## src/rtl/core/cst_pkg.sv

```systemverilog
// Shared types and constants for the counting semaphore table.
// No dependencies; imported by cst_ctrl, cst_dpath, counting_semaphore_table and the testbench.
`default_nettype none

package cst_pkg;

  localparam int NUM_SEMS    = 16;
  localparam int MAX_WAITERS = 16;

  localparam int MODE_W   = 2;
  localparam int SEMIDX_W = 7;
  localparam int VAL_W    = 16;
  localparam int ID_W     = 16;
  localparam int STAT_W   = 3;
  localparam int CNT_W    = 18;

  localparam int SEM_W     = (NUM_SEMS > 1) ? $clog2(NUM_SEMS) : 1;
  localparam int SLOT_W    = (MAX_WAITERS > 1) ? $clog2(MAX_WAITERS) : 1;
  localparam int LEN_W     = $clog2(MAX_WAITERS + 1);
  localparam int MEM_DEPTH = NUM_SEMS * MAX_WAITERS;
  localparam int ADDR_W    = (MEM_DEPTH > 1) ? $clog2(MEM_DEPTH) : 1;

  typedef enum logic [MODE_W-1:0] {
    MODE_INIT    = 2'd0,
    MODE_WAIT    = 2'd1,
    MODE_SIGNAL  = 2'd2,
    MODE_DESTROY = 2'd3
  } mode_t;

  typedef enum logic [STAT_W-1:0] {
    ST_OK        = 3'd0,
    ST_INVALID   = 3'd1,
    ST_BUSY      = 3'd2,
    ST_NOT_OWNER = 3'd3,
    ST_FULL      = 3'd4
  } status_t;

  typedef enum logic [1:0] {
    S_IDLE,
    S_EXEC,
    S_WAKE
  } state_t;

  // controller -> datapath
  typedef struct packed {
    logic capture;    // latch request fields
    logic commit;     // apply decision of the captured request
    logic wake_load;  // present popped waiter, pop the next if draining
  } cst_cmd_t;

  // datapath -> controller
  typedef struct packed {
    logic needs_pop;  // request releases at least one waiter
    logic more;       // destroy still has waiters after this one
    logic out_free;   // result register can take a transfer this cycle
  } cst_stat_t;

endpackage

`default_nettype wire

```

## src/rtl/core/cst_ctrl.sv

```systemverilog
// Sequencer for the counting semaphore table: accept, execute, drain woken waiters.
// Depends on cst_pkg.
`default_nettype none

module cst_ctrl (
  input  wire                logic clk,
  input  wire                logic rst_n,
  input  wire                logic in_valid,
  output logic               in_ready,
  output cst_pkg::cst_cmd_t  cmd,
  input  cst_pkg::cst_stat_t stat
);
  import cst_pkg::*;

  state_t state_r, state_nxt;

  always_ff @(posedge clk) begin
    if (!rst_n) begin
      state_r <= S_IDLE;
    end else begin
      state_r <= state_nxt;
    end
  end

  always_comb begin
    state_nxt = state_r;
    in_ready  = 1'b0;
    cmd       = '0;
    unique case (state_r)
      S_IDLE: begin
        in_ready = 1'b1;
        if (in_valid) begin
          cmd.capture = 1'b1;
          state_nxt   = S_EXEC;
        end
      end
      S_EXEC: begin
        // a pop goes through the waiter RAM first; plain results need the slot
        if (stat.needs_pop) begin
          cmd.commit = 1'b1;
          state_nxt  = S_WAKE;
        end else if (stat.out_free) begin
          cmd.commit = 1'b1;
          state_nxt  = S_IDLE;
        end
      end
      S_WAKE: begin
        if (stat.out_free) begin
          cmd.wake_load = 1'b1;
          if (!stat.more) begin
            state_nxt = S_IDLE;
          end
        end
      end
      default: begin
        state_nxt = S_IDLE;
      end
    endcase
  end

endmodule

`default_nettype wire

```

## config.mk

```make
export PLATFORM = sky130hd
export DESIGN_NAME = cst_ctrl
export DESIGN_NICKNAME = d
export VERILOG_FILES = /design/src/rtl/core/cst_pkg.sv /design/src/rtl/core/cst_ctrl.sv
export SDC_FILE = /design/constraint.sdc
export NUM_CORES = 1
export LEC_CHECK = 0
export ABC_CLOCK_PERIOD_IN_PS = 1300
export BUFFER_PORTS_ARGS = -buffer_cell sky130_fd_sc_hd__buf_2
export CORE_AREA = 2 2 39 41
export CTS_CLUSTER_SIZE = 20
export DETAILED_ROUTE_END_ITERATION = 7
export DIE_AREA = 0 0 41 43
export SETUP_SLACK_MARGIN = 0.05
export SLEW_MARGIN = 20
export SYNTH_ARGS = -nofsm -noshare
export SYNTH_HDL_FRONTEND = slang
export SYNTH_SLANG_ARGS = --single-unit
```

## constraint.sdc

```tcl
create_clock -name clk -period 1.3 [get_ports clk]
set_input_delay 0.26 -clock clk [delete_from_list [all_inputs] [get_ports clk]]
set_output_delay 0.26 -clock clk [all_outputs]
set_load 0.05 [all_outputs]
```

Word-level counts from Yosys, hierarchy flattened --
Index checks and enable logic that the tools add are counted. W data, S select, Z words.
Word-level totals: bits in registers 2, input port bits 6, output and inout port bits 4, logic and storage cells 22
Operators by class: equal/unequal tests 6, multiplexer cells 13, reduce and logical (&&, ||, !) cells 2
Operators with widths (count):
- $mux W2 | 5
- $mux W1 | 7
- $ne A2 B2 Y1 const B | 3
- $pmux W2 S3 | 1
- $reduce_and A4 Y1 | 1
- $ne A3 B3 Y1 const B | 1
- $eq A2 B1 Y1 const B | 1
- $eq A2 B2 Y1 const B | 1
- $logic_not A2 Y1 | 1

Logic depth before layout (Yosys ltp) --
depth after elaboration 3, mapped depth 3, mapped depth without buffers 3

Worst setup path before layout --
OpenSTA, ideal clock, no wires.
path kind register to output, start reg state_r[0], end out cmd[2] (netlist bit), arrival 1.561 ns, data required time 1.040 ns, path slack -0.521 ns, cell stages (with the launch flop) 3, buffers on the path 0, cells stage by stage dfxtp_1 > nor2_1 > and2_1
RTL lines:
- start: declaration | RTL line cst_ctrl.sv:15 | state_t state_r, state_nxt;
- start signal: assignment | RTL line cst_ctrl.sv:21 | state_r <= state_nxt;
- end: declaration | RTL line cst_ctrl.sv:10 | output cst_pkg::cst_cmd_t cmd,

==> results.md <==
* WP data arrival at about 0.96 ns
* First-pass GRT wire length at 483 um
* TritonCTS Buffers at 3
* Fill count at 160
* Final Util at a little over a fifth
* Power per cell area at between 1000 and 1500 nW/um2
* Distinct cells, synth at 10
* Initial Util at slightly below 9%
* Buffers added on ports at 9
* Height of the die at 43 um
* Horiz. Die Dim at around 41 um
* HP Class: in -> reg
* Slew margin rel. at 83.1%
* Mapped cell area at between 100 and 150 um2
* Total Wirelength at 354 um
* Area grow syn2layout at 142%
* Post-DP HPWL at between 200 and 300 um
* CP Launch Type: flop
* Maximum fanout along the worst path at 4
* Setup crit end kind: output port
* Largest net degree at the start of global routing at 6
* Clock Tree Root: clkbuf_4
* Setup TNS at 0 ns
* CTS tree: yes
* CTS Sinks at 2
* Drt pass-1 iters at 1
* Routed Antenna Nets at 0
* RSZ-0062 raised after global routing: true
* Final Max Slew Viols at 0
* Worst Reg2Reg Path Length in Cells at 3
* GR Overflow Total at 0
* Sequential-to-total area share from yosys stat at 33.3%
* Gr usage total at between 4 and 5%
* Regs by FF count: state_r (2)
* Hold depth at 2
* Initial antenna violation count at 0
* Hold Vio Cnt, Final at 0
* Ant. Diodes at 0
* Max FFs per register at 2
* Clk_skew at 0.00182 ns
* Max Freq at 0.819 GHz
* Vias post-DR at 151
* Post-synth net total at 20
* Worst path required time at 1.04 ns
* Min Tclk post-route at 1.22 ns
* Clk Latency, worst-skew pair at 0.22 ns
* Core area at 1380 um2
* Via/cell ratio at 3.36
* Top Ports at 10
* Synthesized area per cell at 8.58 um2
* Worst VDD drop at approximately 0.25 mV
* Post-CTS Hold Buffers at 0
* DR iter-0 viols at 0
* Synthesis Warnings at 0
* Status: finished clean
* H-tree depth at 1
* Clock Path Buffers at 2
* Final nets at 37
* Drt drc at 0
* Tightest Pin Transition at 0.252 ns
* Die area at approximately 1800 um2
* Tcrit/Tclk final at 93.9%
* Number of global-route vias before repair at 140
* Reg clk slew, reported paths at 0.03 ns
* Detailed-route wire length per cell at 7.87 um
* Final setup violating endpoints at 0
* RD Place Congestion at approximately 0.59
* WS Path Type: reg -> out
* Post-Synthesis Cells at 14
* Largest Register: state_r
* Num rows at 14
* Layout cells sized above 1 at 75.9%
* Leak pwr at between 0.1 and 0.15 nW
* Max-cap violation count at 0
* Flops & latches, synth at 2
## kinds of logic (layout without fill, tap and decap cells)
logic type | count (synthesis) | after routing | synth area share, %
multiplexers | 1 | 1 | 8.33
buffers and inverters | 0 | 15 | 0
flip-flops | 2 | 2 | 33.3
AND/OR/NAND/NOR | 10 | 10 | 52.1
AO/OA/AOI/OAI | 1 | 1 | 6.25
## metal layers
metal	vias to the layer above	share of wire, %	GRT usage (%)
met1	66	38	5.08
li1	79	-	-
met3	0	9.9	3.14
met4	0	0	8.00
met2	6	51	4.69
met5	-	0	0
## worst max-delay path, stage by stage, from the launching register on
cell and delay [ns]:
dfxtp_2 0.33, buf_4 0.15, nor2_4 0.11, buf_8 0.15
## worst paths after layout
check	to	from	slack (ns)
min	state_r[1]	rst_n	0.31
max	cmd[0]	state_r[0]	0.08
max reg2reg	state_r[1]	state_r[1]	0.40
min reg2reg	state_r[0]	state_r[1]	0.56
## report_power, final
part	switching, mW	total [mW]	internal [mW]	leakage (nW)
combinational	0.0532	0.0973	0.0441	0.0916
sequential	0.00601	0.0713	0.0653	0.0175
clock	0.0343	0.136	0.102	0.0138
## through the flow
stage | area (um2) | power, mW | cells | hold WS [ns] | worst slack, ns
global placement | 215 | 0.150 | 40 | 0.537 | 0.110
global route | 290 | 0.320 | 45 | 0.316 | 0.0429
finish | 290 | 0.305 | 45 | 0.307 | 0.0790
detailed placement | 215 | 0.152 | 40 | 0.545 | 0.107
CTS | 265 | 0.307 | 44 | 0.304 | 0.0416
floorplan | 143 | 0.128 | 14 | 0.414 | 0.00204
## final cells by class
cell class / instances / area [um2] / area share [%]
clock buffers: 3 / 22.5 / 7.76
repair buffers: 12 / 93.8 / 32.3
multi-input cells: 12 / 109 / 37.5
well taps: 16 / 20.0 / 6.90
flip-flops and latches: 2 / 45.0 / 15.5
## synth_stat cells, drive strengths merged
cell    number  area [um2]
nor2         3        11.3
dfxtp        2        40.0
nand3b       2        15.0
nor3b        2        20.0
a21boi       1        7.51
and2         1        6.26
mux2i        1        10.0
nand2        1        3.75
nand2b       1        6.26
## cells in the final DEF, fill, tap and decap left out, drive strengths merged
cell type / n
and2: 1
a21boi: 1
nand2: 1
nor2: 3
nand2b: 1
buf: 12
nand3b: 2
clkbuf: 3
mux2i: 1
nor3b: 2
dfxtp: 2
## repair_timing
item	4_1_cts	5_1_grt
resized for setup	8	5
setup endpoints to repair	4	2
buffers inserted	1	1
(Power assumes the default switching activity.)
